<file path="src/hdl/mspd_pkg.sv">
// ----------------------------------------------------------------------------
// mspd_pkg: shared constants and types for the Mode S preamble detector
// Window geometry, field widths and the candidate record passed between the
// window stage and the scoring stage.
// ----------------------------------------------------------------------------
package mspd_pkg;

  // Sample and position sizing
  localparam int unsigned SampleBits   = 16;
  localparam int unsigned PositionBits = 32;

  // Port field widths
  localparam int unsigned SampleInW = 16;
  localparam int unsigned GainW     = 10;
  localparam int unsigned StartOutW = 32;
  localparam int unsigned LevelOutW = 20;
  localparam int unsigned RefOutW   = 24;

  // Window: previous samples held, plus the current one
  localparam int unsigned WindowDepth = 24;
  localparam int unsigned FillW       = $clog2(WindowDepth + 1);
  localparam int unsigned GainShift   = 5;
  localparam logic [GainW-1:0] GainReset = GainW'(58);

  // Sums of up to eight samples
  localparam int unsigned SumW   = SampleBits + 3;
  localparam int unsigned LevelW = SumW + 1;
  localparam int unsigned ProdW  = SumW + GainW;
  localparam int unsigned RefW   = ProdW - GainShift;

  typedef logic [SampleBits-1:0] sample_t;

  // Candidate that passed the pulse/quiet shape test
  typedef struct packed {
    logic [PositionBits-1:0] start;
    logic [SumW-1:0]         pulse;
    logic [SumW-1:0]         quiet;
  } cand_t;

endpackage

</file>
<file path="src/hdl/mspd_window.sv">
// ----------------------------------------------------------------------------
// mspd_window: sample window, fill and position tracking, shape test
// Shifts samples into a 24-deep tap line, checks the pulse/quiet ordering
// on the full 25-sample window and registers the sums of a candidate.
// ----------------------------------------------------------------------------
module mspd_window
  import mspd_pkg::*;
(
  input  logic                 clk_i,
  input  logic                 rst_ni,
  input  logic                 in_valid_i,
  output logic                 in_ready_o,
  input  logic [SampleInW-1:0] sample_i,
  input  logic                 buffer_start_i,
  output logic                 cand_valid_o,
  input  logic                 cand_ready_i,
  output cand_t                cand_o
);

  sample_t                 win_q [WindowDepth];
  sample_t                 p [WindowDepth+1];
  sample_t                 smp;
  logic [FillW-1:0]        fill_q, fill_d, fill_cur;
  logic [PositionBits-1:0] pos_q, pos_d, pos_cur;
  logic                    cand_valid_q, cand_valid_d;
  cand_t                   cand_q, cand_d;
  logic                    accept, full, shape_ok;

  assign smp        = sample_i[SampleBits-1:0];
  assign in_ready_o = !cand_valid_q || cand_ready_i;
  assign accept     = in_valid_i && in_ready_o;

  // Buffer start empties the window and restarts the index
  assign fill_cur = buffer_start_i ? '0 : fill_q;
  assign pos_cur  = buffer_start_i ? '0 : pos_q;
  assign full     = (fill_cur == FillW'(WindowDepth));
  assign fill_d   = full ? fill_cur : fill_cur + FillW'(1);
  assign pos_d    = pos_cur + PositionBits'(1);

  // Full window view, oldest first, current sample last
  always_comb begin
    for (int i = 0; i < WindowDepth; i++) begin
      p[i] = win_q[i];
    end
    p[WindowDepth] = smp;
  end

  // Pulse positions must stand above the quiet positions
  assign shape_ok = (p[1] > p[9]) && (p[5] > p[9]) && (p[15] > p[24]) && (p[19] > p[24]);

  // Sums and start index of the candidate
  always_comb begin
    cand_d.quiet = SumW'(p[8]) + SumW'(p[9]) + SumW'(p[10])
                 + SumW'(p[22]) + SumW'(p[23]) + SumW'(p[24]);
    cand_d.pulse = SumW'(p[0]) + SumW'(p[1]) + SumW'(p[4]) + SumW'(p[5])
                 + SumW'(p[14]) + SumW'(p[15]) + SumW'(p[18]) + SumW'(p[19]);
    cand_d.start = pos_cur - PositionBits'(WindowDepth);
  end

  // Candidate register handshake
  always_comb begin
    cand_valid_d = cand_valid_q;
    if (accept) begin
      cand_valid_d = full && shape_ok;
    end else if (cand_ready_i) begin
      cand_valid_d = 1'b0;
    end
  end

  // Control state
  always_ff @(posedge clk_i or negedge rst_ni) begin
    if (!rst_ni) begin
      fill_q       <= '0;
      pos_q        <= '0;
      cand_valid_q <= 1'b0;
    end else begin
      cand_valid_q <= cand_valid_d;
      if (accept) begin
        fill_q <= fill_d;
        pos_q  <= pos_d;
      end
    end
  end

  // Tap line and candidate payload
  always_ff @(posedge clk_i) begin
    if (accept) begin
      for (int i = 0; i < WindowDepth - 1; i++) begin
        win_q[i] <= win_q[i+1];
      end
      win_q[WindowDepth-1] <= smp;
      cand_q <= cand_d;
    end
  end

  assign cand_valid_o = cand_valid_q;
  assign cand_o       = cand_q;

endmodule

</file>
<file path="src/hdl/mspd_score.sv">
// ----------------------------------------------------------------------------
// mspd_score: threshold scoring and result register
// Scales the quiet sum by the gain, compares the preamble level against it
// and holds a hit in the output register until it is taken.
// ----------------------------------------------------------------------------
module mspd_score
  import mspd_pkg::*;
(
  input  logic                  clk_i,
  input  logic                  rst_ni,
  input  logic [GainW-1:0]      gain_i,
  input  logic                  cand_valid_i,
  output logic                  cand_ready_o,
  input  cand_t                 cand_i,
  output logic                  out_valid_o,
  input  logic                  out_ready_i,
  output logic [StartOutW-1:0]  start_position_o,
  output logic [LevelOutW-1:0]  preamble_level_o,
  output logic [RefOutW-1:0]    reference_level_o
);

  logic [ProdW-1:0]         prod;
  logic [RefW-1:0]          ref_lvl;
  logic signed [LevelW-1:0] level;
  logic                     hit, take;
  logic                     out_valid_q, out_valid_d;
  logic [StartOutW-1:0]     start_q;
  logic [LevelOutW-1:0]     level_q;
  logic [RefOutW-1:0]       ref_q;

  assign cand_ready_o = !out_valid_q || out_ready_i;
  assign take         = cand_valid_i && cand_ready_o;

  // Reference level and signed preamble level
  assign prod    = ProdW'(cand_i.quiet) * ProdW'(gain_i);
  assign ref_lvl = prod[ProdW-1:GainShift];
  assign level   = $signed({1'b0, cand_i.pulse}) - $signed({1'b0, cand_i.quiet});

  // A negative level never reaches the reference
  assign hit = !level[LevelW-1] && (RefW'(level[SumW-1:0]) >= ref_lvl);

  always_comb begin
    out_valid_d = out_valid_q;
    if (take) begin
      out_valid_d = hit;
    end else if (out_ready_i) begin
      out_valid_d = 1'b0;
    end
  end

  always_ff @(posedge clk_i or negedge rst_ni) begin
    if (!rst_ni) begin
      out_valid_q <= 1'b0;
    end else begin
      out_valid_q <= out_valid_d;
    end
  end

  // Result payload
  always_ff @(posedge clk_i) begin
    if (take) begin
      start_q <= StartOutW'(cand_i.start);
      level_q <= LevelOutW'(level);
      ref_q   <= RefOutW'(ref_lvl);
    end
  end

  assign out_valid_o       = out_valid_q;
  assign start_position_o  = start_q;
  assign preamble_level_o  = level_q;
  assign reference_level_o = ref_q;

endmodule

</file>
<file path="src/hdl/mode_s_preamble_detector.sv">
// ----------------------------------------------------------------------------
// mode_s_preamble_detector: Mode S preamble search on a 4 MHz magnitude stream
//
//   channel   signals                                         direction
//   input     in_valid_i/in_ready_o, sample_i, buffer_start_i  request in
//   result    out_valid_o/out_ready_i, start_position_o,       request out
//             preamble_level_o, reference_level_o
//   config    cfg_we_i, cfg_wdata_i (threshold_gain)           write only
//
// One sample is accepted per cycle while in_ready_o is high. A sample is
// tested in the cycle it is accepted; its sums go to the candidate register,
// and the gain multiply and compare feed the result register, from which a
// hit is shown for the sample that completes its window. Reset empties the
// window and sets the gain to 58. A held result stalls the candidate stage,
// which then stalls input; each stage still moves while the one after it drains.
// ----------------------------------------------------------------------------
module mode_s_preamble_detector
  import mspd_pkg::*;
(
  input  logic                 clk_i,
  input  logic                 rst_ni,
  input  logic                 cfg_we_i,
  input  logic [GainW-1:0]     cfg_wdata_i,
  input  logic                 in_valid_i,
  output logic                 in_ready_o,
  input  logic [SampleInW-1:0] sample_i,
  input  logic                 buffer_start_i,
  output logic                 out_valid_o,
  input  logic                 out_ready_i,
  output logic [StartOutW-1:0] start_position_o,
  output logic [LevelOutW-1:0] preamble_level_o,
  output logic [RefOutW-1:0]   reference_level_o
);

  logic [GainW-1:0] gain_q;
  logic             cand_valid, cand_ready;
  cand_t            cand;

  // Threshold gain register
  always_ff @(posedge clk_i or negedge rst_ni) begin
    if (!rst_ni) begin
      gain_q <= GainReset;
    end else if (cfg_we_i) begin
      gain_q <= cfg_wdata_i;
    end
  end

  mspd_window u_window (
    .clk_i          (clk_i),
    .rst_ni         (rst_ni),
    .in_valid_i     (in_valid_i),
    .in_ready_o     (in_ready_o),
    .sample_i       (sample_i),
    .buffer_start_i (buffer_start_i),
    .cand_valid_o   (cand_valid),
    .cand_ready_i   (cand_ready),
    .cand_o         (cand)
  );

  mspd_score u_score (
    .clk_i             (clk_i),
    .rst_ni            (rst_ni),
    .gain_i            (gain_q),
    .cand_valid_i      (cand_valid),
    .cand_ready_o      (cand_ready),
    .cand_i            (cand),
    .out_valid_o       (out_valid_o),
    .out_ready_i       (out_ready_i),
    .start_position_o  (start_position_o),
    .preamble_level_o  (preamble_level_o),
    .reference_level_o (reference_level_o)
  );

  // A buffer start empties the window, so no candidate can follow it
  a_no_cand_after_start: assert property (@(posedge clk_i) disable iff (!rst_ni)
    (in_valid_i && in_ready_o && buffer_start_i) |=> !cand_valid)
    else $error("candidate raised right after a buffer start");

  // A stalled candidate keeps its sums
  a_cand_hold: assert property (@(posedge clk_i) disable iff (!rst_ni)
    (cand_valid && !cand_ready) |=> (cand_valid && $stable(cand)))
    else $error("stalled candidate changed");

  // Every reported hit has a non-negative level at or above the reference
  a_hit_level: assert property (@(posedge clk_i) disable iff (!rst_ni)
    out_valid_o |-> (!preamble_level_o[LevelOutW-1]
                     && (RefOutW'(preamble_level_o) >= reference_level_o)))
    else $error("reported level below reference");

  // Input is refused only while the candidate stage is stalled
  a_ready_stall: assert property (@(posedge clk_i) disable iff (!rst_ni)
    !in_ready_o |-> (cand_valid && !cand_ready && out_valid_o && !out_ready_i))
    else $error("input stalled without a downstream stall");

endmodule
</file>
<file path="config.mk">
export PLATFORM = sky130hd
export DESIGN_NAME = mode_s_preamble_detector
export DESIGN_NICKNAME = d
export VERILOG_FILES = /design/src/hdl/mspd_pkg.sv /design/src/hdl/mspd_window.sv /design/src/hdl/mspd_score.sv /design/src/hdl/mode_s_preamble_detector.sv
export SDC_FILE = /design/constraint.sdc
export NUM_CORES = 1
export LEC_CHECK = 0
export BUFFER_PORTS_ARGS = -buffer_cell sky130_fd_sc_hd__buf_4
export CAP_MARGIN = 20
export CELL_PAD_IN_SITES_DETAIL_PLACEMENT = 1
export CELL_PAD_IN_SITES_GLOBAL_PLACEMENT = 2
export CORE_ASPECT_RATIO = 1.75
export CORE_UTILIZATION = 48
export CTS_CLUSTER_DIAMETER = 120
export CTS_CLUSTER_SIZE = 20
export DETAILED_ROUTE_END_ITERATION = 16
export HOLD_SLACK_MARGIN = 0.05
export PLACE_DENSITY_LB_ADDON = 0.1
export SETUP_SLACK_MARGIN = 0.02
export SLEW_MARGIN = 10
export SYNTH_ARGS = -nofsm -noshare
export SYNTH_HDL_FRONTEND = slang
export SYNTH_HIERARCHICAL = 1
export SYNTH_SLANG_ARGS = --single-unit
</file>
<file path="constraint.sdc">
create_clock -name clk_i -period 23.4 [get_ports clk_i]
set_clock_uncertainty 0.15 [all_clocks]
set_input_delay 2.34 -clock clk_i [delete_from_list [all_inputs] [get_ports clk_i]]
set_output_delay 2.34 -clock clk_i [all_outputs]
set_load 0.005 [all_outputs]
</file>
After elaboration in Yosys (flattened, before gate mapping)
Memory sizes are Yosys's and may differ from the RTL's.
Cells that the tools add are included.
Widths: inputs -> output; s select.

cells by class
  muxes and demuxes = 9
  $add $sub $neg = 16
  order comparisons = 5
  multiply operators = 1
  reductions and logical operators = 14
  eq/ne operators = 1

operators with widths
  cell                   count
  $add 19x16->19         10
  $gt 16x16->1           4
  $add 16x16->17         2
  $add 32x1->32 const B  1
  $mux 32                1
  $sub 32x5->32 const B  1
  $mul 19x10->29         1
  $ge 19x24->1           1
  $sub 19x19->20         1
  $mux 5                 2
  $logic_and 1x1->1      7
  $mux 1                 6
  $add 5x1->5 const B    1
  $eq 5x5->1 const B     1
  $reduce_bool 2->1      2
  $logic_not 1->1        3
  $logic_or 1x1->1       2

storage, ports and cells
  word-level logic and storage cells = 58
  input port bits = 32
  register bits after elaboration = 195
  output and inout bits = 78
  memories kept = 1
  bits in writable memories = 384

memory list
  memory          words  width  rd ports  clocked after Yosys merged registers in  write ports  line               text
  u_window.win_q  24     16     24        0                                        24           mspd_window.sv:20  sample_t win_q [WindowDepth];

Longest topological paths before layout
Gate-level depths: netlist (run 1).
An unclocked memory read counts as a cell.

  depth after elaboration = 8
  depth in mapped cells = 31
  mapped depth without buffers = 29

Modules after synthesis
The synthesis (run 1) kept the hierarchy.

modules (own cells, without submodules)
  module                    cells an instance  instances  seq. area each (um^2)  area an instance (um^2)
  mspd_window               1,658              1          14,584.0               23,648.9
  mspd_score                945                1          2,307.2                9,545.4
  mode_s_preamble_detector  21                 1          255.2                  416.6

Worst setup path before layout (run 1)
OpenSTA, ideal clock, no wires.

  path type = input port to flip-flop
  start point = in out_ready_i
  end point = reg u_window.cand_q (netlist bit u_window/cand_o[0]) (enable)
  arrival = 15.400 ns
  data required time = 22.255 ns
  path buffers = 1
  slack = 6.855 ns
  setup time = 0.995 ns
  stages on the path = 5
  path through = nand2b_1 -> nand2b_1 -> nand2_1 -> clkinv_1 -> clkbuf_1

between the ends
  word-level cells in the longest chain between the ends = 3

RTL lines
  what                  line                            text
  start, declared       mode_s_preamble_detector.sv:29  input logic out_ready_i,
  $logic_or 1x1->1      mspd_score.sv:31                assign cand_ready_o = !out_valid_q || out_ready_i;
  $logic_or 1x1->1      mspd_window.sv:30               assign in_ready_o = !cand_valid_q || cand_ready_i;
  via in_ready_o        mode_s_preamble_detector.sv:25  output logic in_ready_o,
  $logic_and 1x1->1     mspd_window.sv:31               assign accept = in_valid_i && in_ready_o;
  via u_window.accept   mspd_window.sv:27               logic accept, full, shape_ok;
  end signal, assigned  mspd_window.sv:92               cand_q <= cand_d;
  end, declared         mspd_window.sv:26               cand_t cand_q, cand_d;

The timed path passes the listed nets, and every way through them passes these cells.
A chain may end at the register's enable or synchronous reset.

Final worst setup path (run 1)
  start point = reg gain_q[9]
  end point = reg u_score.out_valid_q (netlist: u_score/out_valid_o)

between the ends
  word-level cells in the longest chain between the ends = 4

RTL lines
  what                    line                            text
  start, declared         mode_s_preamble_detector.sv:35  logic [GainW-1:0] gain_q;
  start signal, assigned  mode_s_preamble_detector.sv:42  gain_q <= GainReset;
  start signal, assigned  mode_s_preamble_detector.sv:44  gain_q <= cfg_wdata_i;
  $mul 19x10->29          mspd_score.sv:35                assign prod = ProdW'(cand_i.quiet) * ProdW'(gain_i);
  via u_score.prod[14]    mspd_score.sv:22                logic [ProdW-1:0] prod;
  $ge 19x24->1            mspd_score.sv:40                assign hit = !level[LevelW-1] && (RefW'(level[SumW-1:0]) >= ref_lvl);
  $logic_and 1x1->1       mspd_score.sv:40
  $mux 1                  mspd_score.sv:44                if (take) begin
  end signal, assigned    mspd_score.sv:55                out_valid_q <= out_valid_d;
  end, declared           mspd_score.sv:26                logic out_valid_q, out_valid_d;

The timed path passes the listed nets, and every way through them passes these cells.

==> run metrics, run 1 <==
Synthesized Nets=3152; Antenna Nets Post-Route=0; clock insertion delay at the later pin of the skew report=0.61 ns; hold_sp=u_window/win_q[1][70]; total CTS buffers=34; slowest cell delay on critical path=0.80 ns; cell seen most often among critical-path stages=sky130_fd_sc_hd__fa_1; Placer Congestion=0.850; floorplan die width=202 µm; start-to-end type of the worst setup path=flop to flop; biggest fanout along the worst timing path=20; cell count after placement=3595; max-cap violation count=0; Max H-tree Level=2; # setup viols final=0; Remaining DRCs=0; transition time of the tightest slew-check pin=1.10 ns; number of clock sinks=579; maximum number of buffers from clock root to sink=3; 1st-iter DRT viols=858; count of input and output buffers=109; synthesis-to-layout area growth=8.38%; effective utilization at floorplan=48.4%; per-instance average area after synthesis=12.8 µm²; async set-reset flop share out of synthesis=8.46%; Final min period=7.94 ns; mapped cell area=33600 µm²; startpoint types=flop; tightest hold margin=0.265 ns; CTS tree=done; total die area=71100 µm²; setup bufs post-CTS=0; DRT Pass-1 Iters=5; Pins Over Slew Limit=0; boundary pin count=110; Resize count post-CTS=0; number of hold buffers added after CTS=0; vias after detailed routing=19500; clock root buffer master=sky130_fd_sc_hd__clkbuf_16; flip-flop cell with the highest count after synthesis=sky130_fd_sc_hd__edfxtp_1; source of the worst register-to-register timing path=gain_q[9]; Hold Crit Class=flop to flop; CP Capture Type=flop; Hold Violations, Final=0; GRT Residual Overflow=0; largest net degree at the start of global routing=105; number of synthesized flops with an enable pin=530; fmax=0.126 GHz; post-detail-place hpwl=64300 µm; Die Y-Extent=352 µm; antenna violations before repair=0; share of the yosys chip area belonging to registers=51.0%; routed length per placed instance=22.7 µm; setup repair after global routing missed its margin=no; cell at the slowest stage of the critical path=sky130_fd_sc_hd__dfrtp_1; global-route wire length before repair=129000 µm; distinct cell type count of the synthesized netlist=71; number of warnings reported in the yosys synthesis log=6; Core Region=69500 µm²; global-route usage over all layers=24.3%; Clock transition at path regs=0.09 ns; layout net count=3250; row count=128; worst setup path startpoint=gain_q[9]; Total Wirelength=83100 µm; TNS Setup=0 ns; result of the run=finished clean; FF+latch count, synth=579; Post-Synthesis Cells=2624; number of inserted diodes=0; share of cells above drive strength 1=6.99%; number of standard cells in the final layout excluding fillers=3658; Data required, critical path=23.71 ns; via count of the first global-routing pass=22200; worst max-slew margin expressed relative to the limit=26.2%; ratio of final minimum period to clock period=33.9%; Worst EP arrival=8.25 ns; Via density=5.33
## critical path: cells and delay by family (launching register included)
family | cells | cell delay (ns)
AO/OA/AOI/OAI | 13 | 2.79
XOR/XNOR | 1 | 0.13
adder cells (fa/ha/maj) | 7 | 3.33
buffers and inverters | 4 | 0.24
flip-flops | 1 | 0.80
AND/OR/NAND/NOR | 2 | 0.33
## state kept, by name, indices dropped and copies added, names as in the netlist
register / flops
u_window/pos_q: 32
u_window/fill_q: 5
u_score/start_position_o: 32
u_score/out_valid_o: 1
u_window/win_q: 384
gain_q: 10
u_score/preamble_level_o: 20
u_score/reference_level_o: 24
u_window/cand_valid_o: 1
u_window/cand_o: 70
## synth_stat cells (all sizes together) (15+ instances only)
cell / instances / share of area, %
a211oi: 16 / 0.36
a21o: 37 / 0.83
a21oi: 70 / 1.0
and2: 99 / 1.9
and3: 15 / 0.28
clkbuf: 46 / 0.51
dfrtp: 45 / 3.4
edfxtp: 530 / 47
fa: 293 / 17
ha: 203 / 7.6
inv: 528 / 5.9
nand2: 191 / 2.1
nand3: 38 / 0.57
nand4: 34 / 0.63
nor2: 79 / 0.89
nor2b: 23 / 0.43
nor3: 30 / 0.46
nor4: 15 / 0.37
o21a: 17 / 0.38
o21ai: 49 / 0.73
xnor2: 49 / 1.3
xor2: 44 / 1.1
## layout make-up
cell class              count  area [µm²]
flip-flops and latches    579       17100
clock buffers              59         945
inverters                 530        2000
repair buffers            117         898
multi-input cells        1460       14200
fillers                  7071       33100
well taps                 910        1140
clock inverters             3        55.1
## path summary, 6_finish.rpt
kind	to	slack [ns]	cells past startpoint
max	u_score/out_valid_o	15.46	27
min	u_window/win_q[1][54]	0.26	0
max reg2reg	u_score/out_valid_o	15.46	27
min reg2reg	u_window/win_q[1][54]	0.26	0
max in group asynchronous	gain_q[2]	20.92	1
min in group asynchronous	u_window/fill_q[1]	1.64	1
## per-layer routing
| layer | vias to the layer above | global-route usage, % | part of all wire [%] |
|---|---|---|---|
| met1 | 10100 | 24.8 | 35 |
| met4 | 0 | 13.2 | 6.0 |
| met5 | - | 0 | 0 |
| li1 | 8946 | - | - |
| met2 | 303 | 47.5 | 57 |
| met3 | 153 | 2.41 | 2.3 |
## cells by family after synthesis
kind of cell | after synthesis | synth area share (%)
AOI/OAI and AO/OA | 291 | 5.86
xor gates and xnor gates | 93 | 2.42
adders and majority gates | 496 | 25.0
buffers and inverters | 585 | 6.60
DFF | 579 | 51.0
muxes | 12 | 0.506
and+or+nand+nor | 568 | 8.59
## cells in the final DEF (no fill, tap or decap), types with 38 or more instances in the layout
cell / netlist / final
sky130_fd_sc_hd__xor2_1: 44 / 44
sky130_fd_sc_hd__ha_1: 203 / 203
sky130_fd_sc_hd__edfxtp_1: 530 / 530
sky130_fd_sc_hd__dfrtp_1: 45 / 45
sky130_fd_sc_hd__inv_1: 528 / 528
sky130_fd_sc_hd__fa_1: 293 / 293
sky130_fd_sc_hd__and2_1: 98 / 97
sky130_fd_sc_hd__buf_4: 0 / 116
sky130_fd_sc_hd__nand3_1: 38 / 38
sky130_fd_sc_hd__nand2_1: 191 / 191
sky130_fd_sc_hd__xnor2_1: 49 / 49
sky130_fd_sc_hd__a21oi_1: 70 / 70
sky130_fd_sc_hd__nor2_1: 78 / 78
sky130_fd_sc_hd__o21ai_0: 45 / 45
## through the flow
step	utilization (%)	instance area [µm²]	worst slack, ns
4_1_cts	52.4	36400	15.40
5_1_grt	52.4	36400	14.97
3_5_place_dp	50.9	35400	15.44
3_3_place_gp	50.9	35400	15.68
6_report	52.4	36400	15.46
2_1_floorplan	-	33600	6.86
Power of run 1 is left out: the tool's default activity adds up to more than one toggle a clock period on the data nets, which glitch-free logic cannot reach.
==> run 2, diff against run 1 <==
--- a/config.mk
+++ b/config.mk
@@ -5,12 +5,13 @@
 export SDC_FILE = /design/constraint.sdc
 export NUM_CORES = 1
 export LEC_CHECK = 0
+export ABC_AREA = 1
 export BUFFER_PORTS_ARGS = -buffer_cell sky130_fd_sc_hd__buf_4
 export CAP_MARGIN = 20
 export CELL_PAD_IN_SITES_DETAIL_PLACEMENT = 1
 export CELL_PAD_IN_SITES_GLOBAL_PLACEMENT = 2
 export CORE_ASPECT_RATIO = 1.75
-export CORE_UTILIZATION = 48
+export CORE_UTILIZATION = 39
 export CTS_CLUSTER_DIAMETER = 120
 export CTS_CLUSTER_SIZE = 20
 export DETAILED_ROUTE_END_ITERATION = 16
==> constraint.sdc (replaced) <==
create_clock -name clk_i -period 7.1 [get_ports clk_i]
set_clock_uncertainty 0.15 [all_clocks]
set_input_delay 0.71 -clock clk_i [delete_from_list [all_inputs] [get_ports clk_i]]
set_output_delay 0.71 -clock clk_i [all_outputs]
set_load 0.005 [all_outputs]
==> run metrics, run 2 <==
result of the run=finished clean; fmax=0.150 GHz; cell seen most often among critical-path stages=sky130_fd_sc_hd__nand2_1; Die Y-Extent=399 µm; share of the yosys chip area belonging to registers=48.9%; post-detail-place hpwl=70000 µm; post-synthesis cell type with the largest combined area=sky130_fd_sc_hd__edfxtp_1; global-route usage over all layers=19.6%; total die area=91100 µm²; commonest cells in the synthesized netlist=775 x sky130_fd_sc_hd__inv_1, 681 x sky130_fd_sc_hd__nand2_1, 530 x sky130_fd_sc_hd__edfxtp_1; cell at the slowest stage of the critical path=sky130_fd_sc_hd__dfrtp_1; number of warnings reported in the yosys synthesis log=6; effective utilization at floorplan=39.3%; share of cells above drive strength 1=8.00%; CP Capture Type=flop; transition time of the tightest slew-check pin=1.20 ns; startpoint types=flop; share of the core filled with cells=43.1%; total CTS buffers=35; 1st-iter DRT viols=1033; Clock transition at path regs=0.09 ns; Core Region=89100 µm²; async set-reset flop share out of synthesis=8.46%; maximum number of buffers from clock root to sink=3; Worst EP arrival=6.97 ns; instance area at placement=37200 µm²; mapped cell area=35000 µm²; synthesis-to-layout area growth=9.59%; flip-flop count of the largest register, all copies and words added=384; Via density=4.73; biggest fanout along the worst timing path=13; design area=38400 µm²; Pins Over Slew Limit=0; Post-Synthesis Cells=3214; Max H-tree Level=2; number of synthesized flops with an enable pin=530; slowest cell delay on critical path=0.66 ns; boundary pin count=110; worst max-slew margin expressed relative to the limit=19.9%; layout net count=3868; Hold Crit Class=input port to flop; register containing the most flip-flops in the final layout=u_window/win_q; flip-flop cell with the highest count after synthesis=sky130_fd_sc_hd__edfxtp_1; Total Wirelength=87500 µm; row count=145; DRT Pass-1 Iters=5; clock root buffer master=sky130_fd_sc_hd__clkbuf_16; Data required, critical path=7.42 ns; # setup viols final=0; Final min period=6.66 ns; TNS Setup=0 ns; CTS tree=done; setup repair after global routing missed its margin=no; clock insertion delay at the later pin of the skew report=0.59 ns; leading cell types by total area after synthesis=sky130_fd_sc_hd__edfxtp_1 45%, sky130_fd_sc_hd__fa_1 17%, sky130_fd_sc_hd__inv_1 8.3%; start-to-end type of the worst setup path=flop to flop; GRT Residual Overflow=0; ratio of final minimum period to clock period=93.8%; Hold Violations, Final=0; Synthesized Nets=3742; count of input and output buffers=109; share of the synthesized area in the top cell type=45.4%; Antenna Nets Post-Route=0; number of inserted diodes=0; most common cell after layout, fill and taps aside=sky130_fd_sc_hd__inv_1; routed length per placed instance=19.3 µm; commonest non-fill, non-tap cells in the layout=774 x sky130_fd_sc_hd__inv_1, 681 x sky130_fd_sc_hd__nand2_1, 530 x sky130_fd_sc_hd__edfxtp_1; vias after detailed routing=21400; per-instance average area after synthesis=10.9 µm²; antenna violations before repair=1; via count of the first global-routing pass=24200; floorplan die width=229 µm; Remaining DRCs=0; global-route wire length before repair=137000 µm; tightest hold margin=0.161 ns; max-cap violation count=0; largest net degree at the start of global routing=163; FF+latch count, synth=579; Placer Congestion=0.855; number of clock sinks=579; distinct cell type count of the synthesized netlist=54; count leader, synth=sky130_fd_sc_hd__inv_1
-- run 2: changes by cell type in the layout (fill, tap and decap cells not counted), sizes merged, moves of 18 or more --
| cell | previous run | this run |
|---|---|---|
| nand2 | 191 | 700 |
| inv | 530 | 779 |
| nor2 | 79 | 176 |
| and2 | 99 | 4 |
| a21oi | 70 | 110 |
| nand3 | 38 | 73 |
| xor2 | 44 | 78 |
| a21o | 37 | 7 |
| nor2b | 23 | 0 |
| buf | 117 | 138 |
| xnor2 | 49 | 31 |
-- run 2: through the flow --
step	cells	setup slack [ns]
after global placement	4463	0.555
after global routing	4528	0.0455
after detailed placement	4463	0.356
after floorplan	3214	0.808
final	4528	0.443
after CTS	4513	0.328
-- run 2: cells by family after synthesis --
family / count (synthesis) / synth area share [%]
and+or+nand+nor: 1002 / 12.1
buffers and inverters: 830 / 9.04
DFF: 579 / 48.9
adders and majority gates: 496 / 24.0
AOI/OAI and AO/OA: 198 / 3.23
xor gates and xnor gates: 109 / 2.75
-- run 2: final timing paths --
kind                                        startpoint  cells past startpoint                endpoint  slack, ns
worst min register to register  u_window/win_q[0][104]                      0   u_window/win_q[0][88]       0.26
worst min-delay path                       sample_i[8]                      1  u_window/win_q[2][120]       0.16
worst max-delay path                         gain_q[2]                     30     u_score/out_valid_o       0.44
max in group asynchronous                       rst_ni                      2               gain_q[7]       5.59
min in group asynchronous                       rst_ni                      2      u_window/pos_q[18]       0.57
worst max register to register               gain_q[2]                     30     u_score/out_valid_o       0.44
-- run 2: cell type report --
| cell class | count | area, µm² |
|---|---|---|
| clock buffer | 45 | 956 |
| clock inverter | 4 | 75.1 |
| fill | 9809 | 50700 |
| inverter | 780 | 2930 |
| multi-input combinational | 1805 | 14700 |
| sequential | 579 | 17200 |
| tap | 1176 | 1470 |
| timing repair buffer | 139 | 1070 |
-- run 2: routing by layer --
layer / global-route usage (%) / wire length, µm
met5: 0 / 0
met4: 6.12 / 2600
met3: 1.59 / 1640
met2: 38.6 / 48700
met1: 22.1 / 34600
-- run 2: what timing repair did --
action,in CTS,in global routing
buffers inserted,0,15
endpoints found under the hold margin,17,0
hold buffers,1,0
endpoints found under the setup margin,0,1
resized for setup,0,7
-- run 2: critical path: cells and delay by family (launching register included) --
kind	cells	cell delay (ns)
AO/OA/AOI/OAI	4	0.71
XOR/XNOR	1	0.28
adder cells (fa/ha/maj)	7	3.30
buffers and inverters	6	0.54
flip-flops	1	0.66
AND/OR/NAND/NOR	12	0.89
Power of run 2 is left out for the same reason.
==> run 3, diff against run 2 <==
--- a/config.mk
+++ b/config.mk
@@ -5,13 +5,13 @@
 export SDC_FILE = /design/constraint.sdc
 export NUM_CORES = 1
 export LEC_CHECK = 0
-export ABC_AREA = 1
 export BUFFER_PORTS_ARGS = -buffer_cell sky130_fd_sc_hd__buf_4
 export CAP_MARGIN = 20
 export CELL_PAD_IN_SITES_DETAIL_PLACEMENT = 1
 export CELL_PAD_IN_SITES_GLOBAL_PLACEMENT = 2
 export CORE_ASPECT_RATIO = 1.75
-export CORE_UTILIZATION = 39
+export CORE_MARGIN = 10
+export CORE_UTILIZATION = 40
 export CTS_CLUSTER_DIAMETER = 120
 export CTS_CLUSTER_SIZE = 20
 export DETAILED_ROUTE_END_ITERATION = 16
==> run metrics, run 3 (synthesis results as in run 1) <==
commonest non-fill, non-tap cells in the layout=530 x sky130_fd_sc_hd__edfxtp_1, 514 x sky130_fd_sc_hd__inv_1, 289 x sky130_fd_sc_hd__fa_1; Placer Congestion=0.856; number of inserted diodes=0; Worst EP arrival=7.35 ns; antenna violations before repair=0; global-route wire length before repair=138000 µm; worst max-slew margin expressed relative to the limit=25.1%; Core Region=83400 µm²; Remaining DRCs=0; # setup viols final=0; most common cell after layout, fill and taps aside=sky130_fd_sc_hd__edfxtp_1; transition time of the tightest slew-check pin=1.12 ns; DRT Pass-1 Iters=4; Final min period=6.99 ns; number of clock sinks=579; startpoint types=flop; Hold Violations, Final=0; Pins Over Slew Limit=0; Max H-tree Level=2; floorplan die width=239 µm; clock root buffer master=sky130_fd_sc_hd__clkbuf_16; 1st-iter DRT viols=949; effective utilization at floorplan=40.3%; count of input and output buffers=109; Clock transition at path regs=0.10 ns; largest net degree at the start of global routing=167; routed length per placed instance=22.8 µm; total CTS buffers=35; Hold Crit Class=input port to flop; setup repair after global routing missed its margin=yes; synthesis-to-layout area growth=13.1%; flip-flop count of the largest register, all copies and words added=384; ratio of final minimum period to clock period=98.4%; via count of the first global-routing pass=22800; CTS tree=done; Data required, critical path=7.46 ns; max-cap violation count=0; clock insertion delay at the later pin of the skew report=0.61 ns; post-detail-place hpwl=70100 µm; number of standard cells in the final layout excluding fillers=3917; Antenna Nets Post-Route=0; Via density=5.07; GRT Residual Overflow=0; Total Wirelength=89500 µm; cell count after placement=3833; Filler Cell Count=8580; R2R setup slack=0.11 ns; result of the run=finished clean; share of the core filled with cells=45.6%; global-route usage over all layers=18.9%; TNS Setup=0 ns; row count=140; CP Capture Type=flop; register containing the most flip-flops in the final layout=u_window/win_q; Die Y-Extent=403 µm; share of cells above drive strength 1=13.4%; maximum number of buffers from clock root to sink=3; biggest fanout along the worst timing path=8; fmax=0.143 GHz; boundary pin count=110; total die area=96500 µm²; start-to-end type of the worst setup path=flop to flop; vias after detailed routing=19900; layout net count=3370
## run 3: routing by layer
layer | vias up | GRT usage (%) | wire (µm)
met5 | - | 0 | 0
met4 | 0 | 9.11 | 4560
met1 | 10300 | 19.5 | 32300
li1 | 9167 | - | -
met2 | 257 | 37.0 | 50700
met3 | 119 | 1.82 | 1950
## run 3: metrics by stage
stage / setup WS, ns / hold WS (ns) / area, µm²
after floorplan: 0.0451 / 0.250 / 33600
after global placement: -0.185 / 0.251 / 36300
after detailed placement: -0.420 / 0.255 / 36300
after CTS: 0.0232 / 0.0956 / 37400
after global routing: -0.149 / 0.117 / 38000
final: 0.115 / 0.150 / 38000
## run 3: critical path: stages, from the launching register on
cell                       delay (ns)
sky130_fd_sc_hd__dfstp_2         0.42
sky130_fd_sc_hd__buf_12          0.14
sky130_fd_sc_hd__and2_4          0.15
sky130_fd_sc_hd__fa_1            0.49
sky130_fd_sc_hd__inv_2           0.04
sky130_fd_sc_hd__fa_1            0.55
sky130_fd_sc_hd__inv_2           0.05
sky130_fd_sc_hd__fa_1            0.51
sky130_fd_sc_hd__fa_1            0.56
sky130_fd_sc_hd__inv_2           0.05
sky130_fd_sc_hd__fa_1            0.51
sky130_fd_sc_hd__inv_2           0.05
sky130_fd_sc_hd__ha_4            0.22
sky130_fd_sc_hd__and2_4          0.14
sky130_fd_sc_hd__a221o_1         0.38
sky130_fd_sc_hd__a221oi_4        0.29
sky130_fd_sc_hd__nor2b_4         0.23
sky130_fd_sc_hd__o21bai_4        0.07
sky130_fd_sc_hd__a21oi_2         0.16
sky130_fd_sc_hd__xor2_1          0.09
sky130_fd_sc_hd__ha_1            0.33
sky130_fd_sc_hd__nand4_1         0.13
sky130_fd_sc_hd__nor4_2          0.28
sky130_fd_sc_hd__a21oi_1         0.10
sky130_fd_sc_hd__buf_4           0.17
sky130_fd_sc_hd__o21ai_4         0.15
sky130_fd_sc_hd__o211ai_1        0.13
sky130_fd_sc_hd__o41ai_2         0.33
## run 3: repair_timing
action | CTS | global route
setup buffers | 8 | 28
gates resized for setup | 14 | 81
endpoints found under the hold margin | 45 | 0
endpoints found under the setup margin | 1 | 1
hold buffers | 1 | 0
pin swaps | 4 | 74
## run 3: final timing paths
| kind | startpoint | end | cells past startpoint |
|---|---|---|---|
| setup / recovery | gain_q[5] | u_score/out_valid_o | 27 |
| max in group asynchronous | rst_ni | gain_q[8] | 2 |
| setup reg to reg | gain_q[5] | u_score/out_valid_o | 27 |
| hold / removal | sample_i[1] | u_window/win_q[2][113] | 1 |
| hold reg to reg | u_window/win_q[1][77] | u_window/win_q[1][61] | 0 |
| min in group asynchronous | rst_ni | u_window/pos_q[24] | 2 |
## run 3: cell type report
class | instances | area [µm²] | share of cell area [%]
flip-flops and latches | 579 | 17100 | 45.1
multi-input cells | 1460 | 14600 | 38.4
inverters | 530 | 2000 | 5.25
repair buffers | 236 | 1910 | 5.02
well taps | 1065 | 1330 | 3.51
clock buffers | 42 | 902 | 2.37
clock inverters | 5 | 105 | 0.277
Power of run 3 is left out for the same reason.
